`src/hdl/sh24_pkg.sv`:
```
// Package: SipHash-2-4 types, constants and the SipRound function.
package sh24_pkg;

    localparam int unsigned WORD_W    = 64;
    localparam int unsigned COUNT_W   = 4;
    localparam int unsigned LEN_W     = 8;
    localparam int unsigned BYTES_W   = 8;
    localparam int unsigned CFG_IDX_W = 2;

    localparam int unsigned COMPRESS_ROUNDS_DEF = 2;
    localparam int unsigned FINAL_ROUNDS_DEF    = 4;

    localparam logic [WORD_W-1:0] IV0 = 64'h736f6d6570736575;
    localparam logic [WORD_W-1:0] IV1 = 64'h646f72616e646f6d;
    localparam logic [WORD_W-1:0] IV2 = 64'h6c7967656e657261;
    localparam logic [WORD_W-1:0] IV3 = 64'h7465646279746573;
    localparam logic [WORD_W-1:0] FINAL_MARK = 64'h00000000000000ff;

    localparam logic [COUNT_W-1:0] FULL_COUNT = 4'd8;

    // Configuration register indexes
    localparam logic [CFG_IDX_W-1:0] REG_KEY_LOW  = 2'd0;
    localparam logic [CFG_IDX_W-1:0] REG_KEY_HIGH = 2'd1;

    typedef enum logic [1:0] {
        S_IDLE,
        S_COMP,
        S_FINAL
    } t_state;

    typedef struct packed {
        logic [WORD_W-1:0] v0;
        logic [WORD_W-1:0] v1;
        logic [WORD_W-1:0] v2;
        logic [WORD_W-1:0] v3;
    } t_sip;

    function automatic logic [WORD_W-1:0] rotl(input logic [WORD_W-1:0] x,
                                               input int unsigned r);
        return (x << r) | (x >> (WORD_W - r));
    endfunction

    function automatic t_sip sip_round(input t_sip s);
        t_sip t;
        t = s;
        t.v0 = t.v0 + t.v1;
        t.v1 = rotl(t.v1, 13);
        t.v1 = t.v1 ^ t.v0;
        t.v0 = rotl(t.v0, 32);
        t.v2 = t.v2 + t.v3;
        t.v3 = rotl(t.v3, 16);
        t.v3 = t.v3 ^ t.v2;
        t.v0 = t.v0 + t.v3;
        t.v3 = rotl(t.v3, 21);
        t.v3 = t.v3 ^ t.v0;
        t.v2 = t.v2 + t.v1;
        t.v1 = rotl(t.v1, 17);
        t.v1 = t.v1 ^ t.v2;
        t.v2 = rotl(t.v2, 32);
        return t;
    endfunction

    function automatic t_sip key_init(input logic [WORD_W-1:0] k_lo,
                                      input logic [WORD_W-1:0] k_hi);
        t_sip t;
        t.v0 = IV0 ^ k_lo;
        t.v1 = IV1 ^ k_hi;
        t.v2 = IV2 ^ k_lo;
        t.v3 = IV3 ^ k_hi;
        return t;
    endfunction

endpackage

```
`src/hdl/sh24_stream_if.sv`:
```
// Interfaces: message word channel and hash result channel.
interface sh24_msg_if;
    import sh24_pkg::*;

    logic                 valid;
    logic                 ready;
    logic [WORD_W-1:0]    message_word;
    logic [COUNT_W-1:0]   byte_count;
    logic                 last_word;

    modport source (output valid, message_word, byte_count, last_word, input ready);
    modport sink   (input valid, message_word, byte_count, last_word, output ready);
endinterface

interface sh24_hash_if;
    import sh24_pkg::*;

    logic                 valid;
    logic                 ready;
    logic [WORD_W-1:0]    hash_value;

    modport source (output valid, hash_value, input ready);
    modport sink   (input valid, hash_value, output ready);
endinterface

```
`src/hdl/siphash_2_4_keyed_hash.sv`:
```
// Top level: keyed SipHash-2-4 engine with one shared SipRound unit.
//
// Streams a message as little-endian 64-bit words and returns the 64-bit
// SipHash of it, keyed by the two key registers. A word is taken only while
// the engine is idle (i_msg.ready high); one SipRound unit, applied once per
// cycle under a small sequencer (save while the final round stalls), does
// all the work. A non-last word runs COMPRESS_ROUNDS rounds before the
// engine returns to idle. A last word holding 0 to 7 bytes runs
// COMPRESS_ROUNDS and then FINAL_ROUNDS rounds; a full last word also runs
// an empty final block, holding only the length byte, through COMPRESS_ROUNDS
// rounds. The hash sits in an output register, so the next message may start
// while it waits to be taken; the final round stalls only if a new hash is
// ready while the previous one is still untaken. After each hash the state
// reloads from the key. Writing either key register reloads the state and
// drops any message in progress; write keys only while the engine is idle.
// Byte counts above eight on a last word count as eight; on other words the
// count is ignored and all eight bytes are absorbed.
module siphash_2_4_keyed_hash #(
    parameter int unsigned COMPRESS_ROUNDS = sh24_pkg::COMPRESS_ROUNDS_DEF,
    parameter int unsigned FINAL_ROUNDS    = sh24_pkg::FINAL_ROUNDS_DEF
) (
    input  logic                              i_clk,
    input  logic                              i_rst_n,
    sh24_msg_if.sink                          i_msg,
    sh24_hash_if.source                       o_hash,
    input  logic                              i_cfg_we,
    input  logic [sh24_pkg::CFG_IDX_W-1:0]    i_cfg_index,
    input  logic [sh24_pkg::WORD_W-1:0]       i_cfg_data
);
    import sh24_pkg::*;

    localparam int unsigned MAX_ROUNDS =
        (COMPRESS_ROUNDS > FINAL_ROUNDS) ? COMPRESS_ROUNDS : FINAL_ROUNDS;
    localparam int unsigned CNT_W = (MAX_ROUNDS > 1) ? $clog2(MAX_ROUNDS) : 1;
    localparam logic [CNT_W-1:0] COMP_LAST  = CNT_W'(COMPRESS_ROUNDS - 1);
    localparam logic [CNT_W-1:0] FINAL_LAST = CNT_W'(FINAL_ROUNDS - 1);

    t_state               r_state, n_state;
    t_sip                 r_v, n_v;
    logic [WORD_W-1:0]    r_key_lo, n_key_lo;
    logic [WORD_W-1:0]    r_key_hi, n_key_hi;
    logic [WORD_W-1:0]    r_msg, n_msg;
    logic [LEN_W-1:0]     r_len, n_len;
    logic [CNT_W-1:0]     r_round, n_round;
    logic                 r_final, n_final;     // this word ends the message
    logic                 r_tail, n_tail;       // empty final block still owed
    logic [WORD_W-1:0]    r_hash, n_hash;
    logic                 r_out_valid, n_out_valid;

    logic                 w_accept;
    logic                 w_comp_done;
    logic                 w_fin_done;
    logic                 w_out_free;
    logic                 w_cfg_hit;
    logic                 w_full;
    logic [WORD_W-1:0]    w_block;
    logic [LEN_W-1:0]     w_len_add;
    t_sip                 w_rnd;
    t_sip                 w_t;

    assign w_accept   = i_msg.valid && i_msg.ready;
    assign w_out_free = !r_out_valid || o_hash.ready;
    assign w_cfg_hit  = i_cfg_we && (i_cfg_index inside {REG_KEY_LOW, REG_KEY_HIGH});

    // Shared SipRound unit
    assign w_rnd = sip_round(r_v);

    // Next state
    always_comb begin
        n_state = r_state;
        case (r_state)
            S_IDLE: begin
                if (w_accept) begin
                    n_state = S_COMP;
                end
            end
            S_COMP: begin
                if (w_comp_done) begin
                    if (!r_final) begin
                        n_state = S_IDLE;
                    end else if (r_tail) begin
                        n_state = S_COMP;
                    end else begin
                        n_state = S_FINAL;
                    end
                end
            end
            S_FINAL: begin
                if (w_fin_done && w_out_free) begin
                    n_state = S_IDLE;
                end
            end
            default: n_state = S_IDLE;
        endcase
        if (w_cfg_hit) begin
            n_state = S_IDLE;
        end
    end

    // Sequencer outputs
    always_comb begin
        i_msg.ready = 1'b0;
        w_comp_done = 1'b0;
        w_fin_done  = 1'b0;
        case (r_state)
            S_IDLE:  i_msg.ready = 1'b1;
            S_COMP:  w_comp_done = (r_round == COMP_LAST);
            S_FINAL: w_fin_done  = (r_round == FINAL_LAST);
            default: i_msg.ready = 1'b0;
        endcase
    end

    // Build the block for an incoming word: full word, or the masked tail
    // bytes with the running length in the top byte.
    always_comb begin
        w_full    = !i_msg.last_word || (i_msg.byte_count >= FULL_COUNT);
        w_len_add = w_full ? LEN_W'(BYTES_W) : LEN_W'(i_msg.byte_count);
        w_block   = '0;
        if (w_full) begin
            w_block = i_msg.message_word;
        end else begin
            for (int b = 0; b < BYTES_W; b++) begin
                if (COUNT_W'(b) < i_msg.byte_count) begin
                    w_block[8*b +: 8] = i_msg.message_word[8*b +: 8];
                end
            end
            w_block[WORD_W-1 -: LEN_W] = r_len + w_len_add;
        end
    end

    // Datapath
    always_comb begin
        n_v         = r_v;
        n_key_lo    = r_key_lo;
        n_key_hi    = r_key_hi;
        n_msg       = r_msg;
        n_len       = r_len;
        n_round     = r_round;
        n_final     = r_final;
        n_tail      = r_tail;
        n_hash      = r_hash;
        n_out_valid = r_out_valid && !o_hash.ready;
        w_t         = w_rnd;

        case (r_state)
            S_IDLE: begin
                if (w_accept) begin
                    n_v.v3  = r_v.v3 ^ w_block;
                    n_msg   = w_block;
                    n_len   = r_len + w_len_add;
                    n_final = i_msg.last_word;
                    n_tail  = i_msg.last_word && w_full;
                    n_round = '0;
                end
            end
            S_COMP: begin
                n_round = r_round + 1'b1;
                if (w_comp_done) begin
                    w_t.v0  = w_rnd.v0 ^ r_msg;
                    n_round = '0;
                    if (r_final && r_tail) begin
                        // absorb the empty final block: length byte only
                        n_msg  = {r_len, {(WORD_W-LEN_W){1'b0}}};
                        w_t.v3 = w_t.v3 ^ n_msg;
                        n_tail = 1'b0;
                    end else if (r_final) begin
                        w_t.v2 = w_t.v2 ^ FINAL_MARK;
                    end
                end
                n_v = w_t;
            end
            S_FINAL: begin
                if (!w_fin_done) begin
                    n_v     = w_rnd;
                    n_round = r_round + 1'b1;
                end else if (w_out_free) begin
                    n_hash      = w_rnd.v0 ^ w_rnd.v1 ^ w_rnd.v2 ^ w_rnd.v3;
                    n_out_valid = 1'b1;
                    n_v         = key_init(r_key_lo, r_key_hi);
                    n_len       = '0;
                    n_round     = '0;
                end
            end
            default: n_round = '0;
        endcase

        // Key write: update the register and reload the state
        if (i_cfg_we && (i_cfg_index == REG_KEY_LOW)) begin
            n_key_lo = i_cfg_data;
        end
        if (i_cfg_we && (i_cfg_index == REG_KEY_HIGH)) begin
            n_key_hi = i_cfg_data;
        end
        if (w_cfg_hit) begin
            n_v     = key_init(n_key_lo, n_key_hi);
            n_len   = '0;
            n_round = '0;
            n_final = 1'b0;
            n_tail  = 1'b0;
        end
    end

    always_ff @(posedge i_clk) begin
        if (!i_rst_n) begin
            r_state     <= S_IDLE;
            r_v         <= key_init('0, '0);
            r_key_lo    <= '0;
            r_key_hi    <= '0;
            r_len       <= '0;
            r_round     <= '0;
            r_final     <= 1'b0;
            r_tail      <= 1'b0;
            r_out_valid <= 1'b0;
        end else begin
            r_state     <= n_state;
            r_v         <= n_v;
            r_key_lo    <= n_key_lo;
            r_key_hi    <= n_key_hi;
            r_len       <= n_len;
            r_round     <= n_round;
            r_final     <= n_final;
            r_tail      <= n_tail;
            r_out_valid <= n_out_valid;
        end
    end

    // Payload registers: no reset
    always_ff @(posedge i_clk) begin
        r_msg  <= n_msg;
        r_hash <= n_hash;
    end

    assign o_hash.valid      = r_out_valid;
    assign o_hash.hash_value = r_hash;

endmodule
```
`src/flat_wrapper.sv`:
```
// flat-port wrapper written by rule: the top's interface ports become plain ports
module siphash_2_4_keyed_hash_flat import sh24_pkg::*;
#(
    parameter int unsigned COMPRESS_ROUNDS = sh24_pkg::COMPRESS_ROUNDS_DEF,
    parameter int unsigned FINAL_ROUNDS    = sh24_pkg::FINAL_ROUNDS_DEF
)
  (i_clk, i_rst_n, i_cfg_we, i_cfg_index, i_cfg_data, i_msg_valid, i_msg_message_word, i_msg_byte_count, i_msg_last_word, i_msg_ready, o_hash_valid, o_hash_hash_value, o_hash_ready);
  sh24_msg_if i_msg_i ();
  sh24_hash_if o_hash_i ();
  input  logic i_clk;
  input  logic i_rst_n;
  input  logic i_cfg_we;
  input  logic [sh24_pkg::CFG_IDX_W-1:0] i_cfg_index;
  input  logic [sh24_pkg::WORD_W-1:0] i_cfg_data;
  input wire logic [$bits(i_msg_i.valid)-1:0] i_msg_valid;
  input wire logic [$bits(i_msg_i.message_word)-1:0] i_msg_message_word;
  input wire logic [$bits(i_msg_i.byte_count)-1:0] i_msg_byte_count;
  input wire logic [$bits(i_msg_i.last_word)-1:0] i_msg_last_word;
  output wire logic [$bits(i_msg_i.ready)-1:0] i_msg_ready;
  output wire logic [$bits(o_hash_i.valid)-1:0] o_hash_valid;
  output wire logic [$bits(o_hash_i.hash_value)-1:0] o_hash_hash_value;
  input wire logic [$bits(o_hash_i.ready)-1:0] o_hash_ready;
  assign i_msg_i.valid = i_msg_valid;
  assign i_msg_i.message_word = i_msg_message_word;
  assign i_msg_i.byte_count = i_msg_byte_count;
  assign i_msg_i.last_word = i_msg_last_word;
  assign i_msg_ready = i_msg_i.ready;
  assign o_hash_valid = o_hash_i.valid;
  assign o_hash_hash_value = o_hash_i.hash_value;
  assign o_hash_i.ready = o_hash_ready;
  siphash_2_4_keyed_hash #(.COMPRESS_ROUNDS(COMPRESS_ROUNDS), .FINAL_ROUNDS(FINAL_ROUNDS)) u_core (.i_clk(i_clk), .i_rst_n(i_rst_n), .i_msg(i_msg_i), .o_hash(o_hash_i), .i_cfg_we(i_cfg_we), .i_cfg_index(i_cfg_index), .i_cfg_data(i_cfg_data));
endmodule
```
`config.mk`:
```
export PLATFORM = sky130hd
export DESIGN_NAME = siphash_2_4_keyed_hash_flat
export DESIGN_NICKNAME = d
export VERILOG_FILES = /design/src/hdl/sh24_pkg.sv /design/src/hdl/sh24_stream_if.sv /design/src/hdl/siphash_2_4_keyed_hash.sv /design/src/flat_wrapper.sv
export SDC_FILE = /design/constraint.sdc
export NUM_CORES = 2
export LEC_CHECK = 0
export BUFFER_PORTS_ARGS = -buffer_cell sky130_fd_sc_hd__buf_2
export CORE_MARGIN = 5
export CORE_UTILIZATION = 64
export DETAILED_ROUTE_END_ITERATION = 10
export HOLD_SLACK_MARGIN = 0.06
export PLACE_DENSITY = 0.95
export SYNTH_ARGS = -nofsm -noshare
export SYNTH_HDL_FRONTEND = slang
export SYNTH_SLANG_ARGS = --single-unit
export TNS_END_PERCENT = 30
```
`constraint.sdc`:
```
create_clock -name i_clk -period 8.6 [get_ports i_clk]
set_clock_uncertainty 0.05 [all_clocks]
set_input_delay 0 -clock i_clk [delete_from_list [all_inputs] [get_ports i_clk]]
set_output_delay 0 -clock i_clk [all_outputs]
set_load 0.03 [all_outputs]
```
==> reports/results.tsv, run 1 <==
stage	metric	value	unit
outcome	run status	aborted with a tool error	
outcome	Last stage	5_1_grt	
outcome	first error line in the log	[ERROR GRT-0183] Net net364: the 3D maze router ran out of legal paths (heap underflow) - the net is boxed in by local congestion or blockages.	
cts	total clock sinks	527	
cts	Max H-tree Level	2	
placement	sum of net half-perimeters after detailed placement	168000	um
yosys	number of enable-type register cells in the synthesized netlist	128	
cts	Clock Path Buffers	3	
yosys	synth unique cells	110	
yosys	fraction of post-synthesis cell area in the top cell type by area	18.4	%
cts	Root Buffer	sky130_fd_sc_hd__clkbuf_16	
grt	largest net degree at the start of global routing	150	
yosys	cell types with the largest area share after synthesis	sky130_fd_sc_hd__dfxtp_1 18%, sky130_fd_sc_hd__edfxtp_1 8.8%, sky130_fd_sc_hd__xnor2_1 8.7%	
yosys	flip-flop and latch count after synthesis	527	
yosys	biggest area consumer among synthesized cells	sky130_fd_sc_hd__dfxtp_1	
die	horizontal die dimension	271	um
yosys	post-synthesis sequential area ratio	27.2	%
placement	DP Worst Slack	145	ps
yosys	cell with the most instances after synthesis	sky130_fd_sc_hd__nand2_1	
yosys	Syn Nets	5832	
yosys	fraction of synthesis flops using an asynchronous set or reset pin	0	%
yosys	synthesized area divided by synthesized cell count	8.00	um2
yosys	most instantiated flip-flop cell in the synthesis netlist	sky130_fd_sc_hd__dfxtp_1	
yosys	gate count after technology mapping	5428	
placement	Final GP Congestion	1.53	
yosys	top cells by instance count after synthesis	677 x sky130_fd_sc_hd__nand2_1, 601 x sky130_fd_sc_hd__a21oi_1, 432 x sky130_fd_sc_hd__xnor2_1, 399 x sky130_fd_sc_hd__dfxtp_1, 369 x sky130_fd_sc_hd__nor2_1	
yosys	synthesized cell area	43400	um2
die	I/O Pins	206	
die	height of the chip	271	um
yosys	yosys synthesis warning count	0	
placement	quantity of I/O buffers inserted on ports	205	
die	Starting Density	64.6	%
cts	number of buffers inserted during clock tree synthesis	55	
die	std cell rows	95	
cells by family after synthesis:
| kind of cell | after synthesis | synth area share, % |
|---|---|---|
| compound gates | 1788 | 26.3 |
| simple gates | 1560 | 16.3 |
| xor+xnor | 734 | 15.4 |
| flops | 527 | 27.2 |
| buf+inv | 409 | 3.57 |
| fa+ha+maj | 265 | 7.71 |
| mux | 145 | 3.45 |
what timing repair did:
item / 4_1_cts
hold buffers: 137
resized for setup: 1
setup buffers: 0
hold endpoints to repair: 442
pin swaps: 0
endpoints found under the setup margin: 1
metrics by stage:
stage / util, % / cells / instance area, um2
floorplan: - / 5428 / 43400
CTS: 72.7 / 6579 / 48900
detailed placement: 67.8 / 6338 / 45600
global placement: 67.8 / 6338 / 45600
==> inputs of run 2 (changes only) <==
--- a/config.mk
+++ b/config.mk
@@ -7,10 +7,9 @@
 export LEC_CHECK = 0
 export BUFFER_PORTS_ARGS = -buffer_cell sky130_fd_sc_hd__buf_2
 export CORE_MARGIN = 5
-export CORE_UTILIZATION = 64
+export CORE_UTILIZATION = 40
 export DETAILED_ROUTE_END_ITERATION = 10
-export HOLD_SLACK_MARGIN = 0.06
-export PLACE_DENSITY = 0.95
+export PLACE_DENSITY_LB_ADDON = 0.15
 export SYNTH_ARGS = -nofsm -noshare
 export SYNTH_HDL_FRONTEND = slang
 export SYNTH_SLANG_ARGS = --single-unit
==> reports/results.tsv, run 2 <==
stage	metric	value	unit	change
die	floorplan die area	115000	um2	
outcome	violated checks	max-capacitance violations, max-slew violations, negative setup slack		
yosys	synthesized cell area	43400	um2	unchanged
die	height of the chip	340	um	was 271 um
flow_run	Max-Cap Viols	1		
drt	WL final	303000	um	
grt	initial antenna violation count	24		
timing	max-slew violations	6		
yosys	number of enable-type register cells in the synthesized netlist	128		unchanged
die	I/O Pins	206		unchanged
finish	proportion of layout cells with a drive suffix above 1	18.3	%	
outcome	run status	finished, violations left		was aborted with a tool error
placement	Final GP Congestion	1.21		was 1.53
yosys	most instantiated flip-flop cell in the synthesis netlist	sky130_fd_sc_hd__dfxtp_1		unchanged
drt	detailed-route via count	51200		
cts	number of buffers inserted during clock tree synthesis	66		was 55
setup_path	Critical Path AT	9260	ps	
min_path	cell depth of the worst min-delay path	4		
finish	final-stage net count	6561		
cts	Root Buffer	sky130_fd_sc_hd__clkbuf_16		unchanged
finish	Largest Register	u_core.r_v		
timing	final number of setup-violating endpoints	2		
timing	Final Hold Violating Endpoints	0		
placement	sum of net half-perimeters after detailed placement	247000	um	was 168,000 um
yosys	fraction of post-synthesis cell area in the top cell type by area	18.4	%	unchanged
die	Starting Density	40.4	%	was 64.6%
grt	wire length of the first global-routing pass	397000	um	
timing	unrepaired setup endpoints after global routing	yes		
setup_path	crit path max fanout	4		
grt	via count of the first global-routing pass	45600		
die	std cell rows	120		was 95
drt	Detailed Route Iter0 Violations	9186		
placement	DP Worst Slack	47.8	ps	was 145 ps
yosys	yosys synthesis warning count	0		unchanged
placement	total placed instance area	50100	um2	was 45,600 um2
timing	final period utilization	101	%	
yosys	cell with the most instances after synthesis	sky130_fd_sc_hd__nand2_1		unchanged
timing	sum of negative setup slack	-199	ps	
timing	Max-Slew Margin vs Limit	-2.55	%	
die	horizontal die dimension	340	um	was 271 um
placement	quantity of I/O buffers inserted on ports	205		unchanged
yosys	gate count after technology mapping	5428		unchanged
yosys	flip-flop and latch count after synthesis	527		unchanged
drt	DRC	0		
finish	leading cell type in the layout, fill and taps excluded	sky130_fd_sc_hd__nand2_1		
setup_path	Worst Setup Start Kind	flip-flop		
cts	CTS tree	done		
yosys	Syn Nets	5832		unchanged
min_path	worst min-delay path class	in2reg		
timing	minimum period implied by the final worst setup slack	8720	ps	
timing	slew of the pin with the lowest slew margin	1530	ps	
yosys	top cells by instance count after synthesis	677 x sky130_fd_sc_hd__nand2_1, 601 x sky130_fd_sc_hd__a21oi_1, 432 x sky130_fd_sc_hd__xnor2_1, 399 x sky130_fd_sc_hd__dfxtp_1, 369 x sky130_fd_sc_hd__nor2_1		unchanged
drt	average routed wire per standard cell	39.7	um	
setup_path	Reg2Reg Depth	25		
grt	leftover overflow at the end of global routing	0		
yosys	biggest area consumer among synthesized cells	sky130_fd_sc_hd__dfxtp_1		unchanged
setup_path	critical path required time	9140	ps	
die	area inside the core boundary	108000	um2	
finish	Largest register FFs	256		
yosys	cell types with the largest area share after synthesis	sky130_fd_sc_hd__dfxtp_1 18%, sky130_fd_sc_hd__edfxtp_1 8.8%, sky130_fd_sc_hd__xnor2_1 8.7%		unchanged
drt	Vias per Instance	6.71		
timing	Max Clk Rate	0.115	GHz	
timing	least setup slack across all paths after layout	-122	ps	
grt	largest net degree at the start of global routing	104		
finish	commonest cells after routing, fill and taps aside	670 x sky130_fd_sc_hd__nand2_1, 614 x sky130_fd_sc_hd__buf_4, 599 x sky130_fd_sc_hd__a21oi_1		
finish	area added between synthesis and finish	24.4	%	
yosys	fraction of synthesis flops using an asynchronous set or reset pin	0	%	unchanged
cts	clock slew at the register clock pins of the worst setup and hold paths	60	ps	
yosys	synthesized area divided by synthesized cell count	8.00	um2	unchanged
drt	number of detailed-routing iterations run before antenna repair	8		
cts	Max H-tree Level	3		was 2
yosys	post-synthesis sequential area ratio	27.2	%	unchanged
setup_path	kind of end point of the critical path	flip-flop		
drt	number of nets still failing antenna checks after routing	0		
grt	global routing usage summed across all routing layers	49.9	%	
finish	design area	54000	um2	
cts	total clock sinks	527		unchanged
setup_path	category of the most critical setup path	reg2reg		
cts	Clock Path Buffers	3		unchanged
timing	smallest hold slack	104	ps	
yosys	synth unique cells	110		unchanged
cts	insertion delay of the later-clocked pin in the worst-skew pair	690	ps	
[run 2: cell counts after synthesis]
No cell type changed its count.
[run 2: stage by stage]
stage | cells | util, %
2_1_floorplan | 5428 | -
3_3_place_gp | 7345 | 46.6
3_5_place_dp | 7345 | 46.6
4_1_cts | 7607 | 50.0
5_1_grt | 7612 | 50.2
6_report | 7629 | 50.3
[run 2: worst max-delay path, cell delays in order (launching register included)]
cell                        delay (ps)
sky130_fd_sc_hd__dfxtp_1           390
sky130_fd_sc_hd__ha_1              330
sky130_fd_sc_hd__nor2_1            520
sky130_fd_sc_hd__o211a_1           550
sky130_fd_sc_hd__a2bb2oi_2         410
sky130_fd_sc_hd__nor4b_4           150
sky130_fd_sc_hd__o21a_1            350
sky130_fd_sc_hd__nor3_1            730
sky130_fd_sc_hd__o21ai_1           300
sky130_fd_sc_hd__nand4_1           210
sky130_fd_sc_hd__a31o_2            280
sky130_fd_sc_hd__o21ai_0           150
sky130_fd_sc_hd__xnor2_1           810
sky130_fd_sc_hd__xor2_2            830
sky130_fd_sc_hd__ha_1              420
sky130_fd_sc_hd__and3_1            190
sky130_fd_sc_hd__nand4_1           130
sky130_fd_sc_hd__inv_1              80
sky130_fd_sc_hd__o211ai_1          110
sky130_fd_sc_hd__o311a_1           300
sky130_fd_sc_hd__o211ai_1          170
sky130_fd_sc_hd__xnor2_2           350
sky130_fd_sc_hd__xor2_1            260
sky130_fd_sc_hd__mux2i_1           220
sky130_fd_sc_hd__o221ai_1          140
sky130_fd_sc_hd__a31oi_1           200
[run 2: worst paths after layout]
| path | start | slack (ps) | to |
|---|---|---|---|
| setup / recovery | u_core.r_v[6]$_SDFFE_PN1P_ | -120 | u_core.r_v[59]$_SDFFE_PN0P_ |
| setup reg to reg | u_core.r_v[6]$_SDFFE_PN1P_ | -120 | u_core.r_v[59]$_SDFFE_PN0P_ |
| hold reg to reg | u_core.r_key_lo[20]$_SDFF_PN0_ | 410 | u_core.r_key_lo[20]$_SDFF_PN0_ |
| hold / removal | i_cfg_data[61] | 100 | u_core.r_key_lo[61]$_SDFF_PN0_ |
[run 2: area by class of cell]
| type | count | area [um2] |
|---|---|---|
| timing repair buffer | 966 | 7180 |
| fill | 10500 | 53500 |
| clock inverter | 32 | 404 |
| clock buffer | 88 | 1860 |
| sequential | 527 | 11800 |
| antenna | 17 | 42.5 |
| inverter | 104 | 398 |
| tap | 1403 | 1760 |
| multi-input combinational | 4492 | 30600 |
[run 2: metal layers]
layer,part of all wire (%),vias up,global-route usage (%),routed length (um)
li1,-,21100,-,-
met1,38,24700,64.7,116000
met2,36,4505,64.0,110000
met3,17,864,25.7,51500
met4,8.0,16,31.5,24200
met5,0.11,-,0.958,346
[run 2: cell families after synthesis]
kind of cell,synth area share [%]
mux,3.45
fa+ha+maj,7.71
compound gates,26.3
xor+xnor,15.4
simple gates,16.3
flops,27.2
buf+inv,3.57
[run 2: timing repair]
item / in CTS / in global routing
gates resized for setup: 1 / 35
hold buffers: 142 / 0
endpoints found under the setup margin: 1 / 68
hold endpoints to repair: 438 / 0
pin swaps: 0 / 11
setup buffers: 0 / 5
Power of run 2 is not shown: default switching activity piles up to over one toggle a cycle in this logic, so the estimate is an artifact.
